$ cat src/rtl/nibble_accumulator_cpu_core_assert.svh
// assertion macros for the rtl of the nibble accumulator cpu core
`ifndef NIBBLE_ACCUMULATOR_CPU_CORE_ASSERT_SVH
`define NIBBLE_ACCUMULATOR_CPU_CORE_ASSERT_SVH

// same-cycle implication, checked outside reset
`define NAC_ASSERT_IMP(lbl, ante, cons, msg) \
  lbl: assert property (@(posedge clk_i) disable iff (!rst_ni) (ante) |-> (cons)) \
    else $error(msg);

// next-cycle implication, checked outside reset
`define NAC_ASSERT_NXT(lbl, ante, cons, msg) \
  lbl: assert property (@(posedge clk_i) disable iff (!rst_ni) (ante) |=> (cons)) \
    else $error(msg);

`endif

$ cat src/rtl/nac_pkg.sv
// types and constants of the nibble accumulator cpu core
`default_nettype none

package nac_pkg;

  localparam int unsigned NAC_MEM_DEPTH = 256;
  localparam int unsigned NAC_ADDR_W    = 8;
  localparam int unsigned NAC_NIB_W     = 4;
  localparam int unsigned NAC_CYC_W     = 3;
  localparam int unsigned NAC_CNT_W     = 32;

  localparam logic [NAC_CYC_W-1:0] CYC_FETCH = 3'd2;
  localparam logic [NAC_CYC_W-1:0] CYC_SHORT = 3'd3;
  localparam logic [NAC_CYC_W-1:0] CYC_JUMP  = 3'd4;
  localparam logic [NAC_CYC_W-1:0] CYC_LONG  = 3'd5;

  typedef enum logic [1:0] {
    REQ_EXEC  = 2'd0,
    REQ_WRITE = 2'd1,
    REQ_CLEAR = 2'd2,
    REQ_NOP   = 2'd3
  } req_e;

  typedef enum logic [1:0] {
    ERR_NONE   = 2'd0,
    ERR_BOUNDS = 2'd1,
    ERR_OPCODE = 2'd2
  } err_e;

  typedef enum logic [3:0] {
    OP_HLT = 4'd0,
    OP_LDA = 4'd1,
    OP_STA = 4'd2,
    OP_ADD = 4'd3,
    OP_SUB = 4'd4,
    OP_JMP = 4'd5,
    OP_JZ  = 4'd6,
    OP_LDI = 4'd7
  } op_e;

  typedef enum logic [2:0] {
    S_IDLE,
    S_OP_HI,
    S_OP_LO,
    S_ADR_HI,
    S_ADR_LO,
    S_DATA
  } state_e;

  typedef struct packed {
    logic                  we;
    logic [NAC_ADDR_W-1:0] waddr;
    logic [NAC_NIB_W-1:0]  wdata;
    logic                  re;
    logic [NAC_ADDR_W-1:0] raddr;
  } mem_req_t;

endpackage

`default_nettype wire

$ cat src/rtl/nac_req_if.sv
// request channel of the nibble accumulator cpu core
`default_nettype none

interface nac_req_if;
  logic       valid;
  logic       ready;
  logic [1:0] req_type;
  logic [7:0] mem_addr;
  logic [3:0] mem_data;

  modport source (output valid, output req_type, output mem_addr, output mem_data,
                  input ready);
  modport sink (input valid, input req_type, input mem_addr, input mem_data,
                output ready);
endinterface

`default_nettype wire

$ cat src/rtl/nac_rsp_if.sv
// response channel of the nibble accumulator cpu core
`default_nettype none

interface nac_rsp_if;
  logic        valid;
  logic        ready;
  logic [7:0]  prog_counter;
  logic [3:0]  accumulator;
  logic        zero_flag;
  logic        halted_flag;
  logic [1:0]  error_code;
  logic [2:0]  step_cycles;
  logic [7:0]  instr_byte;
  logic [31:0] instr_total;
  logic [31:0] cycle_total;

  modport source (output valid, output prog_counter, output accumulator,
                  output zero_flag, output halted_flag, output error_code,
                  output step_cycles, output instr_byte, output instr_total,
                  output cycle_total, input ready);
  modport sink (input valid, input prog_counter, input accumulator,
                input zero_flag, input halted_flag, input error_code,
                input step_cycles, input instr_byte, input instr_total,
                input cycle_total, output ready);
endinterface

`default_nettype wire

$ cat src/rtl/nac_mem.sv
// nibble memory with one write and one registered read port, cleared by valid bits
`default_nettype none

module nac_mem #(
  parameter int unsigned MEM_DEPTH = nac_pkg::NAC_MEM_DEPTH
) (
  input  wire logic                           clk_i,
  input  wire logic                           rst_ni,
  input  wire nac_pkg::mem_req_t              req_i,
  output logic [nac_pkg::NAC_NIB_W-1:0]       rdata_o
);
  import nac_pkg::*;

  localparam int unsigned IdxW = (MEM_DEPTH > 1) ? $clog2(MEM_DEPTH) : 1;

  logic [NAC_NIB_W-1:0] mem_q [MEM_DEPTH];
  logic [MEM_DEPTH-1:0] vld_q;
  logic [NAC_NIB_W-1:0] rdata_q;
  logic                 rd_ok_q;
  logic                 wr_in;
  logic                 rd_in;
  logic [IdxW-1:0]      widx;
  logic [IdxW-1:0]      ridx;

  assign wr_in = req_i.we && ({1'b0, req_i.waddr} < (NAC_ADDR_W + 1)'(MEM_DEPTH));
  assign rd_in = req_i.re && ({1'b0, req_i.raddr} < (NAC_ADDR_W + 1)'(MEM_DEPTH));
  assign widx  = IdxW'(req_i.waddr);
  assign ridx  = IdxW'(req_i.raddr);

  always_ff @(posedge clk_i) begin
    if (wr_in) begin
      mem_q[widx] <= req_i.wdata;
    end
    rdata_q <= mem_q[ridx];
  end

  always_ff @(posedge clk_i or negedge rst_ni) begin
    if (!rst_ni) begin
      vld_q   <= '0;
      rd_ok_q <= 1'b0;
    end else begin
      if (wr_in) begin
        vld_q[widx] <= 1'b1;
      end
      rd_ok_q <= rd_in && vld_q[ridx];
    end
  end

  assign rdata_o = rd_ok_q ? rdata_q : '0;

endmodule

`default_nettype wire

$ cat src/rtl/nibble_accumulator_cpu_core.sv
// One result transaction per request transaction. Requests pass a one-entry input stage, so
// a new request is taken while the previous one is still executing or its result waits.
// A write, register reset, no-op request, halted execute or out-of-range pc completes from
// the idle state; an instruction reads nibbles in turn from the memory, whose read data is
// registered: the opcode byte, then two address nibbles for JMP, JZ, STA, LDA, ADD and SUB,
// then a data nibble for LDA, ADD and SUB. Memory reads as zero after reset through per-entry
// valid bits, so no clearing pass is needed and requests are taken right after reset.
`default_nettype none

`include "nibble_accumulator_cpu_core_assert.svh"

module nibble_accumulator_cpu_core #(
  parameter int unsigned MEM_DEPTH = nac_pkg::NAC_MEM_DEPTH
) (
  input  wire logic  clk_i,
  input  wire logic  rst_ni,
  nac_req_if.sink    req_i,
  nac_rsp_if.source  rsp_o
);
  import nac_pkg::*;

  state_e                state_q, state_d;
  logic                  pend_vld_q, pend_vld_d;
  logic [1:0]            pend_req_q;
  logic [NAC_ADDR_W-1:0] pend_addr_q;
  logic [NAC_NIB_W-1:0]  pend_data_q;

  logic [NAC_ADDR_W-1:0] pc_q, pc_d;
  logic [NAC_NIB_W-1:0]  acc_q, acc_d;
  logic                  z_q, z_d;
  logic [NAC_ADDR_W-1:0] ir_q, ir_d;
  logic [NAC_ADDR_W-1:0] alat_q, alat_d;
  logic [NAC_NIB_W-1:0]  dlat_q, dlat_d;
  logic                  halt_q, halt_d;
  err_e                  err_q, err_d;
  logic [NAC_CNT_W-1:0]  icnt_q, icnt_d;
  logic [NAC_CNT_W-1:0]  ccnt_q, ccnt_d;
  logic [NAC_NIB_W-1:0]  ahi_q, ahi_d;

  logic                  out_vld_q, out_vld_d;
  logic [NAC_CYC_W-1:0]  out_cyc_q;
  logic [NAC_ADDR_W-1:0] out_pc_q;
  logic [NAC_NIB_W-1:0]  out_acc_q;
  logic                  out_z_q;
  logic                  out_halt_q;
  err_e                  out_err_q;
  logic [NAC_ADDR_W-1:0] out_ir_q;
  logic [NAC_CNT_W-1:0]  out_icnt_q;
  logic [NAC_CNT_W-1:0]  out_ccnt_q;

  mem_req_t              mreq;
  logic [NAC_NIB_W-1:0]  rdata;
  logic                  in_acc;
  logic                  start;
  logic                  done;
  logic                  count;
  logic [NAC_CYC_W-1:0]  cyc;
  logic                  bound;
  logic [NAC_ADDR_W-1:0] fetch_addr;
  logic [NAC_NIB_W-1:0]  acc_new;

  nac_mem #(
    .MEM_DEPTH (MEM_DEPTH)
  ) u_mem (
    .clk_i   (clk_i),
    .rst_ni  (rst_ni),
    .req_i   (mreq),
    .rdata_o (rdata)
  );

  assign start      = (state_q == S_IDLE) && pend_vld_q && (!out_vld_q || rsp_o.ready);
  assign req_i.ready = !pend_vld_q || start;
  assign in_acc     = req_i.valid && req_i.ready;
  assign pend_vld_d = in_acc || (pend_vld_q && !start);
  assign bound      = {1'b0, pc_q} >= (NAC_ADDR_W + 1)'(MEM_DEPTH - 1);
  assign fetch_addr = {ahi_q, rdata};

  always_comb begin
    state_d = state_q;
    pc_d    = pc_q;
    acc_d   = acc_q;
    z_d     = z_q;
    ir_d    = ir_q;
    alat_d  = alat_q;
    dlat_d  = dlat_q;
    halt_d  = halt_q;
    err_d   = err_q;
    icnt_d  = icnt_q;
    ccnt_d  = ccnt_q;
    ahi_d   = ahi_q;
    mreq    = '0;
    mreq.raddr = pc_q;
    done    = 1'b0;
    count   = 1'b0;
    cyc     = '0;
    acc_new = acc_q;
    unique case (state_q)
      S_IDLE: begin
        if (start) begin
          unique case (pend_req_q)
            REQ_EXEC: begin
              if (halt_q) begin
                done = 1'b1;
              end else if (bound) begin
                err_d  = ERR_BOUNDS;
                halt_d = 1'b1;
                done   = 1'b1;
              end else begin
                mreq.re = 1'b1;
                pc_d    = pc_q + 8'd1;
                state_d = S_OP_HI;
              end
            end
            REQ_WRITE: begin
              mreq.we    = 1'b1;
              mreq.waddr = pend_addr_q;
              mreq.wdata = pend_data_q;
              done       = 1'b1;
            end
            REQ_CLEAR: begin
              pc_d   = '0;
              acc_d  = '0;
              z_d    = 1'b0;
              ir_d   = '0;
              alat_d = '0;
              dlat_d = '0;
              halt_d = 1'b0;
              err_d  = ERR_NONE;
              icnt_d = '0;
              ccnt_d = '0;
              done   = 1'b1;
            end
            default: begin
              done = 1'b1;
            end
          endcase
        end
      end
      S_OP_HI: begin
        ir_d    = {rdata, ir_q[3:0]};
        mreq.re = 1'b1;
        pc_d    = pc_q + 8'd1;
        state_d = S_OP_LO;
      end
      S_OP_LO: begin
        ir_d = {ir_q[7:4], rdata};
        unique case (op_e'(ir_q[7:4]))
          OP_HLT: begin
            halt_d  = 1'b1;
            cyc     = CYC_SHORT;
            count   = 1'b1;
            done    = 1'b1;
            state_d = S_IDLE;
          end
          OP_LDI: begin
            acc_d   = rdata;
            z_d     = (rdata == '0);
            cyc     = CYC_SHORT;
            count   = 1'b1;
            done    = 1'b1;
            state_d = S_IDLE;
          end
          OP_LDA, OP_STA, OP_ADD, OP_SUB, OP_JMP, OP_JZ: begin
            mreq.re = 1'b1;
            pc_d    = pc_q + 8'd1;
            state_d = S_ADR_HI;
          end
          default: begin
            err_d   = ERR_OPCODE;
            halt_d  = 1'b1;
            cyc     = CYC_FETCH;
            done    = 1'b1;
            state_d = S_IDLE;
          end
        endcase
      end
      S_ADR_HI: begin
        ahi_d   = rdata;
        mreq.re = 1'b1;
        pc_d    = pc_q + 8'd1;
        state_d = S_ADR_LO;
      end
      S_ADR_LO: begin
        unique case (op_e'(ir_q[7:4]))
          OP_JMP: begin
            pc_d    = fetch_addr;
            cyc     = CYC_JUMP;
            count   = 1'b1;
            done    = 1'b1;
            state_d = S_IDLE;
          end
          OP_JZ: begin
            if (z_q) begin
              pc_d = fetch_addr;
            end
            cyc     = CYC_LONG;
            count   = 1'b1;
            done    = 1'b1;
            state_d = S_IDLE;
          end
          OP_STA: begin
            mreq.we    = 1'b1;
            mreq.waddr = fetch_addr;
            mreq.wdata = acc_q;
            alat_d     = fetch_addr;
            dlat_d     = acc_q;
            cyc        = CYC_LONG;
            count      = 1'b1;
            done       = 1'b1;
            state_d    = S_IDLE;
          end
          default: begin
            mreq.re    = 1'b1;
            mreq.raddr = fetch_addr;
            alat_d     = fetch_addr;
            state_d    = S_DATA;
          end
        endcase
      end
      S_DATA: begin
        dlat_d = rdata;
        unique case (op_e'(ir_q[7:4]))
          OP_LDA:  acc_new = rdata;
          OP_ADD:  acc_new = acc_q + rdata;
          default: acc_new = acc_q - rdata;
        endcase
        acc_d   = acc_new;
        z_d     = (acc_new == '0);
        cyc     = CYC_LONG;
        count   = 1'b1;
        done    = 1'b1;
        state_d = S_IDLE;
      end
      default: begin
        state_d = S_IDLE;
      end
    endcase
    if (count) begin
      icnt_d = icnt_q + 32'd1;
      ccnt_d = ccnt_q + NAC_CNT_W'(cyc);
    end
  end

  assign out_vld_d = done || (out_vld_q && !rsp_o.ready);

  always_ff @(posedge clk_i or negedge rst_ni) begin
    if (!rst_ni) begin
      state_q    <= S_IDLE;
      pend_vld_q <= 1'b0;
      out_vld_q  <= 1'b0;
      pc_q       <= '0;
      acc_q      <= '0;
      z_q        <= 1'b0;
      ir_q       <= '0;
      alat_q     <= '0;
      dlat_q     <= '0;
      halt_q     <= 1'b0;
      err_q      <= ERR_NONE;
      icnt_q     <= '0;
      ccnt_q     <= '0;
    end else begin
      state_q    <= state_d;
      pend_vld_q <= pend_vld_d;
      out_vld_q  <= out_vld_d;
      pc_q       <= pc_d;
      acc_q      <= acc_d;
      z_q        <= z_d;
      ir_q       <= ir_d;
      alat_q     <= alat_d;
      dlat_q     <= dlat_d;
      halt_q     <= halt_d;
      err_q      <= err_d;
      icnt_q     <= icnt_d;
      ccnt_q     <= ccnt_d;
    end
  end

  always_ff @(posedge clk_i) begin
    ahi_q <= ahi_d;
    if (in_acc) begin
      pend_req_q  <= req_i.req_type;
      pend_addr_q <= req_i.mem_addr;
      pend_data_q <= req_i.mem_data;
    end
    if (done) begin
      out_cyc_q  <= cyc;
      out_pc_q   <= pc_d;
      out_acc_q  <= acc_d;
      out_z_q    <= z_d;
      out_halt_q <= halt_d;
      out_err_q  <= err_d;
      out_ir_q   <= ir_d;
      out_icnt_q <= icnt_d;
      out_ccnt_q <= ccnt_d;
    end
  end

  assign rsp_o.valid        = out_vld_q;
  assign rsp_o.prog_counter = out_pc_q;
  assign rsp_o.accumulator  = out_acc_q;
  assign rsp_o.zero_flag    = out_z_q;
  assign rsp_o.halted_flag  = out_halt_q;
  assign rsp_o.error_code   = out_err_q;
  assign rsp_o.step_cycles  = out_cyc_q;
  assign rsp_o.instr_byte   = out_ir_q;
  assign rsp_o.instr_total  = out_icnt_q;
  assign rsp_o.cycle_total  = out_ccnt_q;

  `NAC_ASSERT_IMP(a_done_slot_free, done && (state_q != S_IDLE), !out_vld_q, "result overwrites a pending transaction")
  `NAC_ASSERT_IMP(a_err_halts, err_q != ERR_NONE, halt_q, "error code without halt")
  `NAC_ASSERT_NXT(a_halted_pc_hold, start && (pend_req_q == REQ_EXEC) && halt_q, $stable(pc_q), "halted execute moved the pc")
  `NAC_ASSERT_IMP(a_data_op, state_q == S_DATA, (ir_q[7:4] == OP_LDA) || (ir_q[7:4] == OP_ADD) || (ir_q[7:4] == OP_SUB), "operand read for a non-load opcode")

endmodule

`default_nettype wire

$ cat src/flat_wrapper.sv
// flat-port wrapper written by rule: the top's interface ports become plain ports
module nibble_accumulator_cpu_core_flat import nac_pkg::*;
#(
  parameter int unsigned MEM_DEPTH = nac_pkg::NAC_MEM_DEPTH
)
  (clk_i, rst_ni, req_i_valid, req_i_req_type, req_i_mem_addr, req_i_mem_data, req_i_ready, rsp_o_valid, rsp_o_prog_counter, rsp_o_accumulator, rsp_o_zero_flag, rsp_o_halted_flag, rsp_o_error_code, rsp_o_step_cycles, rsp_o_instr_byte, rsp_o_instr_total, rsp_o_cycle_total, rsp_o_ready);
  nac_req_if req_i_i ();
  nac_rsp_if rsp_o_i ();
  input  wire logic clk_i;
  input  wire logic rst_ni;
  input wire logic [$bits(req_i_i.valid)-1:0] req_i_valid;
  input wire logic [$bits(req_i_i.req_type)-1:0] req_i_req_type;
  input wire logic [$bits(req_i_i.mem_addr)-1:0] req_i_mem_addr;
  input wire logic [$bits(req_i_i.mem_data)-1:0] req_i_mem_data;
  output wire logic [$bits(req_i_i.ready)-1:0] req_i_ready;
  output wire logic [$bits(rsp_o_i.valid)-1:0] rsp_o_valid;
  output wire logic [$bits(rsp_o_i.prog_counter)-1:0] rsp_o_prog_counter;
  output wire logic [$bits(rsp_o_i.accumulator)-1:0] rsp_o_accumulator;
  output wire logic [$bits(rsp_o_i.zero_flag)-1:0] rsp_o_zero_flag;
  output wire logic [$bits(rsp_o_i.halted_flag)-1:0] rsp_o_halted_flag;
  output wire logic [$bits(rsp_o_i.error_code)-1:0] rsp_o_error_code;
  output wire logic [$bits(rsp_o_i.step_cycles)-1:0] rsp_o_step_cycles;
  output wire logic [$bits(rsp_o_i.instr_byte)-1:0] rsp_o_instr_byte;
  output wire logic [$bits(rsp_o_i.instr_total)-1:0] rsp_o_instr_total;
  output wire logic [$bits(rsp_o_i.cycle_total)-1:0] rsp_o_cycle_total;
  input wire logic [$bits(rsp_o_i.ready)-1:0] rsp_o_ready;
  assign req_i_i.valid = req_i_valid;
  assign req_i_i.req_type = req_i_req_type;
  assign req_i_i.mem_addr = req_i_mem_addr;
  assign req_i_i.mem_data = req_i_mem_data;
  assign req_i_ready = req_i_i.ready;
  assign rsp_o_valid = rsp_o_i.valid;
  assign rsp_o_prog_counter = rsp_o_i.prog_counter;
  assign rsp_o_accumulator = rsp_o_i.accumulator;
  assign rsp_o_zero_flag = rsp_o_i.zero_flag;
  assign rsp_o_halted_flag = rsp_o_i.halted_flag;
  assign rsp_o_error_code = rsp_o_i.error_code;
  assign rsp_o_step_cycles = rsp_o_i.step_cycles;
  assign rsp_o_instr_byte = rsp_o_i.instr_byte;
  assign rsp_o_instr_total = rsp_o_i.instr_total;
  assign rsp_o_cycle_total = rsp_o_i.cycle_total;
  assign rsp_o_i.ready = rsp_o_ready;
  nibble_accumulator_cpu_core #(.MEM_DEPTH(MEM_DEPTH)) u_core (.clk_i(clk_i), .rst_ni(rst_ni), .req_i(req_i_i), .rsp_o(rsp_o_i));
endmodule
$ cat config.mk
export PLATFORM = sky130hd
export DESIGN_NAME = nibble_accumulator_cpu_core_flat
export DESIGN_NICKNAME = d
export VERILOG_FILES = /design/src/rtl/nac_pkg.sv /design/src/rtl/nac_req_if.sv /design/src/rtl/nac_rsp_if.sv /design/src/rtl/nac_mem.sv /design/src/rtl/nibble_accumulator_cpu_core.sv /design/src/flat_wrapper.sv
export VERILOG_INCLUDE_DIRS = /design/src /design/src/rtl
export SDC_FILE = /design/constraint.sdc
export NUM_CORES = 2
export LEC_CHECK = 0
export BUFFER_PORTS_ARGS = -buffer_cell sky130_fd_sc_hd__buf_4
export CAP_MARGIN = 15
export CELL_PAD_IN_SITES_DETAIL_PLACEMENT = 0
export CELL_PAD_IN_SITES_GLOBAL_PLACEMENT = 1
export CORE_AREA = 2 2 362 364
export CTS_CLUSTER_SIZE = 16
export DETAILED_ROUTE_END_ITERATION = 10
export DIE_AREA = 0 0 364 366
export PLACE_DENSITY = 0.77
export RECOVER_POWER = 25
export SLEW_MARGIN = 40
export SYNTH_ARGS = -nofsm -noshare
export SYNTH_HDL_FRONTEND = slang
export SYNTH_SLANG_ARGS = --single-unit
$ cat constraint.sdc
create_clock -name clk_i -period 13.4 [get_ports clk_i]
set_clock_uncertainty 0.15 [all_clocks]
set_input_delay 2.68 -clock clk_i [delete_from_list [all_inputs] [get_ports clk_i]]
set_output_delay 2.68 -clock clk_i [all_outputs]
set_load 0.03 [all_outputs]
Yosys cells after proc, flatten, opt, wreduce, memory -nomap -nowiden
Memories as Yosys holds them, arrays and structs flattened. A register that Yosys moved wholly into a read port is not among the register bits.
Index checks and enable logic that the tools add are counted.

storage, ports and cells
  flip-flop bits (word level) = 459
  memory bits (writable) = 1024
  output and inout bits = 93
  word-level logic and storage cells = 159
  memories = 1

memories
  memory              words  width  read ports  clocked after Yosys merged registers in  write ports  RTL line       text
  u_core.u_mem.mem_q  256    4      1           1                                        1            nac_mem.sv:16  logic [NAC_NIB_W-1:0] mem_q [MEM_DEPTH];

operators by class
  add/subtract/negate cells = 5
  order comparisons = 4
  equality and inequality tests = 18
  mux-type cells = 76
  bitwise operators = 1
  reduce and logical (&&, ||, !) cells = 28

operators by type and width
  cell                                                        number
  2-to-1 mux 32 bit                                           8
  bitwise OR 256 bit                                          1
  2-to-1 mux 8 bit                                            8
  adder 32 x 1 -> 32 bit, second input constant               1
  adder 32 x 3 -> 32 bit                                      1
  one-hot mux 8 bit (2 select lines)                          2
  one-hot mux 8 bit (4 select lines)                          1
  2-to-1 mux 13 bit                                           2
  one-hot mux 13 bit (2 select lines)                         1
  one-hot mux 8 bit (3 select lines)                          1
  2-to-1 mux 1 bit                                            20
  2-to-1 mux 4 bit                                            5
  less-than comparator 8 x 9 -> 1 bit, second input constant  2
  equality test 4 x 3 -> 1 bit, second input constant         4
  2-to-1 mux 3 bit                                            5
  one-hot mux 3 bit (5 select lines)                          1
  2-to-1 mux 14 bit                                           1
  zero test 4 bit                                             3
  one-hot mux 2 bit (2 select lines)                          3
  one-hot mux 4 bit (3 select lines)                          1
  2-to-1 mux 2 bit                                            5
  2-to-1 mux 9 bit                                            1
  one-hot mux 3 bit (3 select lines)                          1
  adder 8 x 1 -> 8 bit, second input constant                 1
  other kinds (31)                                            53

Longest topological paths before layout
  word-level depth = 11
  mapped depth = 15

Modules after synthesis
A second synthesis with hierarchy kept.

unflattened totals
  cells, all modules = 3435
  area total of the unflattened synthesis = 59279.4 um2

by module, submodules not included
  module                       instances  cells an instance  area an instance (um2)
  nac_mem                      1          2708               50299.5
  nibble_accumulator_cpu_core  1          727                8979.9

Least setup slack after synthesis
OpenSTA, ideal clock, no wires.

  path kind = reg-to-reg
  start = register u_core.state_q[0]
  end = memory u_core.u_mem.mem_q[0][1] (data pin)
  setup time = 2.188 ns
  arrival time = 11.396 ns
  slack = -0.333 ns
  cell stages (with the launch flop) = 7
  path buffers = 3
  clock period less this slack = 13.733 ns
  path through = dfrtp_1 > buf_2 > or3b_1 > buf_2 > or3_1 > clkbuf_1 > o21ai_0

RTL lines
  element                 RTL line                            text
  start, declared         nibble_accumulator_cpu_core.sv:22   state_e state_q, state_d;
  start signal, assigned  nibble_accumulator_cpu_core.sv:262  state_q <= state_d;
  end, declared           nac_mem.sv:16

==> flow_summary.json <==
{
  "rrSetupSlack_ps": 6820,
  "dieArea_sq_mm": 0.1332,
  "grt_max_degree": 173,
  "power_leakage_nw": 25.79,
  "top_layer_used": "met4",
  "hold_ws_ps": 309.1,
  "seqCellArea_sq_mm": 0.04286,
  "synth_ff_type": "edfxtp_1",
  "die_w_microns": 364,
  "postSynthAreaPerCell_sq_um": 13.25,
  "multi_input_area_sq_mm": 0.01629,
  "rsz0062_at_grt": "false",
  "wl_mm": 170.8,
  "via_count": 38790,
  "cp.required_ps": 14080,
  "yosys.cell_types.count": 91,
  "fin_setup_tns_ps": 0,
  "synthCells": 4568,
  "portBuffers": 110,
  "fillCellCount": 10690,
  "fmax_mhz": 118.0,
  "route.met2.wl_mm": 78.52,
  "drtIter0Drc": 4239,
  "ys_seq_area_share_pct": 70.84,
  "hold_violations": 0,
  "grt_pass1_wl_mm": 251.5,
  "r2r-end": "u_core.u_mem.mem_q[168][1]$_DFFE_PP_",
  "grt_usage_pct": 25.50,
  "routedWlPerCell_microns": 26.23,
  "path_clk_slew_ps": 60,
  "worstPathArrival_ps": 9160,
  "area_delta_synth_final_pct": 12.17,
  "grt-ovfl-total": 0,
  "violations": "capacitance limit, slew limit",
  "grt_pass1_vias": 37960,
  "cts-htree-levels": 4,
  "gp_congestion": 0.8566,
  "post_cts_buffers": 0,
  "place_hpwl_mm": 103.2,
  "cts_hold_buf": 0,
  "setup_viol": 0,
  "yosys-top-cells-area": "edfxtp_1 56%, dfrtp_1 14%, mux2i_1 5.2%",
  "row_count": 132,
  "power_density_mw_per_mm2": 191.7,
  "yosys.area.top_type": "edfxtp_1",
  "fin_nets": 4670,
  "met3_length_mm": 14.99,
  "dp.cells": 6231,
  "r2r_cells": 5,
  "cts-root-buf": "clkbuf_16",
  "ios": 111,
  "worstMarginPinSlew_ps": 3845,
  "synth_warnings": 0,
  "antenna_cells": 0,
  "drv_cap": 9,
  "hold_class": "reg2reg",
  "peakVddDrop_uv": 394.1,
  "r2r_start": "u_core.state_q[1]$_DFFE_PN0P_",
  "cts_tree": "done",
  "async_flop_share_pct": 23.54,
  "netlist_area_sq_mm": 0.06051,
  "crit_type": "in2async",
  "cts_num_sinks": 1487,
  "drv_slew": 426,
  "synth_top_area_share_pct": 56.23,
  "ys_ff_latch": 1487,
  "hold_depth": 2,
  "min-delay-start": "u_core.u_mem.vld_q[217]$_DFFE_PN0P_",
  "met1_length_mm": 71.10,
  "clock_path_buffers": 3,
  "drtPass1Iterations": 8,
  "critPathCaptureType": "asynchronous set/reset pin",
  "crit_path_start_kind": "input port",
  "whs_endpoint": "u_core.u_mem.vld_q[217]$_DFFE_PN0P_",
  "fin_util_pct": 52.62,
  "core_area_sq_mm": 0.1290,
  "fin_cells": 6511,
  "clk_latency_ps": 780,
  "antenna_found_initial": 0,
  "numCtsBuffers": 149,
  "synth-edff-count": 1133,
  "fin_crit_sh_pct": 63.27,
  "ant_nets": 0,
  "cts_resized": 0,
  "fp.dieH_microns": 366,
  "start_util_pct": 46.91,
  "status": "finished, violations left",
  "drc": 0,
  "drive_gt1_share_pct": 14.03,
  "final_cell_mix": "1133 x edfxtp_1, 746 x nand2_1, 350 x dfrtp_1",
  "vias_per_cell": 5.957,
  "crit_fanout": 67,
  "fin_crit_ps": 8478,
  "max_slew_margin_pct": -156.3,
  "syn_nets": 4597,
  "mostFrequentLayoutCell": "edfxtp_1"
}
## report_power, final
part	internal, W	switching, W	leakage (nW)
Combinational	0.000938	0.00235	8.16
Clock	0.00238	0.00175	2.38
Sequential	0.00543	0.000160	15.3
Total	0.00875	0.00426	25.8
## flip-flops by register name, indices dropped and copies added, names as in the netlist, 8 cells and up
name                       count
u_core.icnt_q                 32
u_core.pend_addr_q             8
u_core.rsp_o.instr_total      32
u_core.rsp_o.instr_byte        8
u_core.rsp_o.prog_counter      8
u_core.u_mem.mem_q          1024
u_core.u_mem.vld_q           256
u_core.pc_q                    8
u_core.ccnt_q                 32
u_core.rsp_o.cycle_total      32
u_core.ir_q                    8
## synth_stat cells (all sizes together) (6+ instances only)
cell type,instances
and3,22
a31oi,83
dfrtp,350
ha,9
nor2,346
a211oi,27
nor2b,6
a21o,6
nor4,45
nand3,215
o21ai,117
o31ai,19
clkbuf,129
inv,33
a222oi,19
nor3,17
a21oi,131
a22o,8
a311oi,9
o21bai,31
nand4,80
a32oi,23
or2,227
mux4,11
and2,9
nand2b,15
mux2i,315
nand2,751
mux2,10
o22ai,93
edfxtp,1133
buf,153
o221ai,26
o211ai,18
## area by class of cell
cell class / instances / area share [%]
Sequential cell: 1487 / 63.15
Timing Repair Buffer: 204 / 2.292
Tap cell: 1742 / 3.212
Inverter: 33 / 0.1825
Clock buffer: 220 / 6.384
Clock inverter: 59 / 0.7669
Multi-Input combinational cell: 2766 / 24.01
## layer usage
layer | vias to the layer above | GRT usage [%]
met4 | 0 | 9.719
li1 | 17000 | -
met2 | 1857 | 38.96
met1 | 19620 | 36.21
met5 | - | 0
met3 | 314 | 4.947
## logic make-up (layout without fill, tap and decap cells)
logic type,count (synthesis),in the layout,share of synthesized area [%]
flops,1487,1487,70.84
xor+xnor,10,10,0.1447
mux,336,336,5.807
simple gates,1760,1760,13.40
buf+inv,315,516,2.442
fa+ha+maj,11,11,0.2523
compound gates,649,649,7.112
## worst max-delay path, stage by stage
cell      delay (ps)
clkbuf_1        2330
clkbuf_1        2640
buf_6            680
buf_6            590
## through the flow
stage / instance area [sq um] / worst slack, ps / total power (W)
after detailed placement: 63160 / 6865 / 0.008931
final: 67870 / 4922 / 0.01301
after CTS: 68020 / 7055 / 0.01304
after global routing: 67870 / 4002 / 0.01346
after floorplan: 60510 / 3826 / 0.007777
after global placement: 63020 / 6975 / 0.008893
## worst max path at each step
stage	from	slack, ps	end	cells past startpoint
after floorplan	rsp_o_ready	3830	u_core.u_mem.mem_q[0][1]$_DFFE_PP_	7
after global placement	rsp_o_ready	6970	u_core.u_mem.mem_q[14][0]$_DFFE_PP_	8
after detailed placement	rsp_o_ready	6870	u_core.u_mem.mem_q[11][0]$_DFFE_PP_	8
after CTS	rsp_o_ready	7050	req_i_ready	5
after global routing	rst_ni	4000	u_core.u_mem.vld_q[89]$_DFFE_PN0P_	4
final	rst_ni	4920	u_core.ccnt_q[12]$_DFF_PN0_	4
Note: power is estimated with default switching activity, not from simulation.
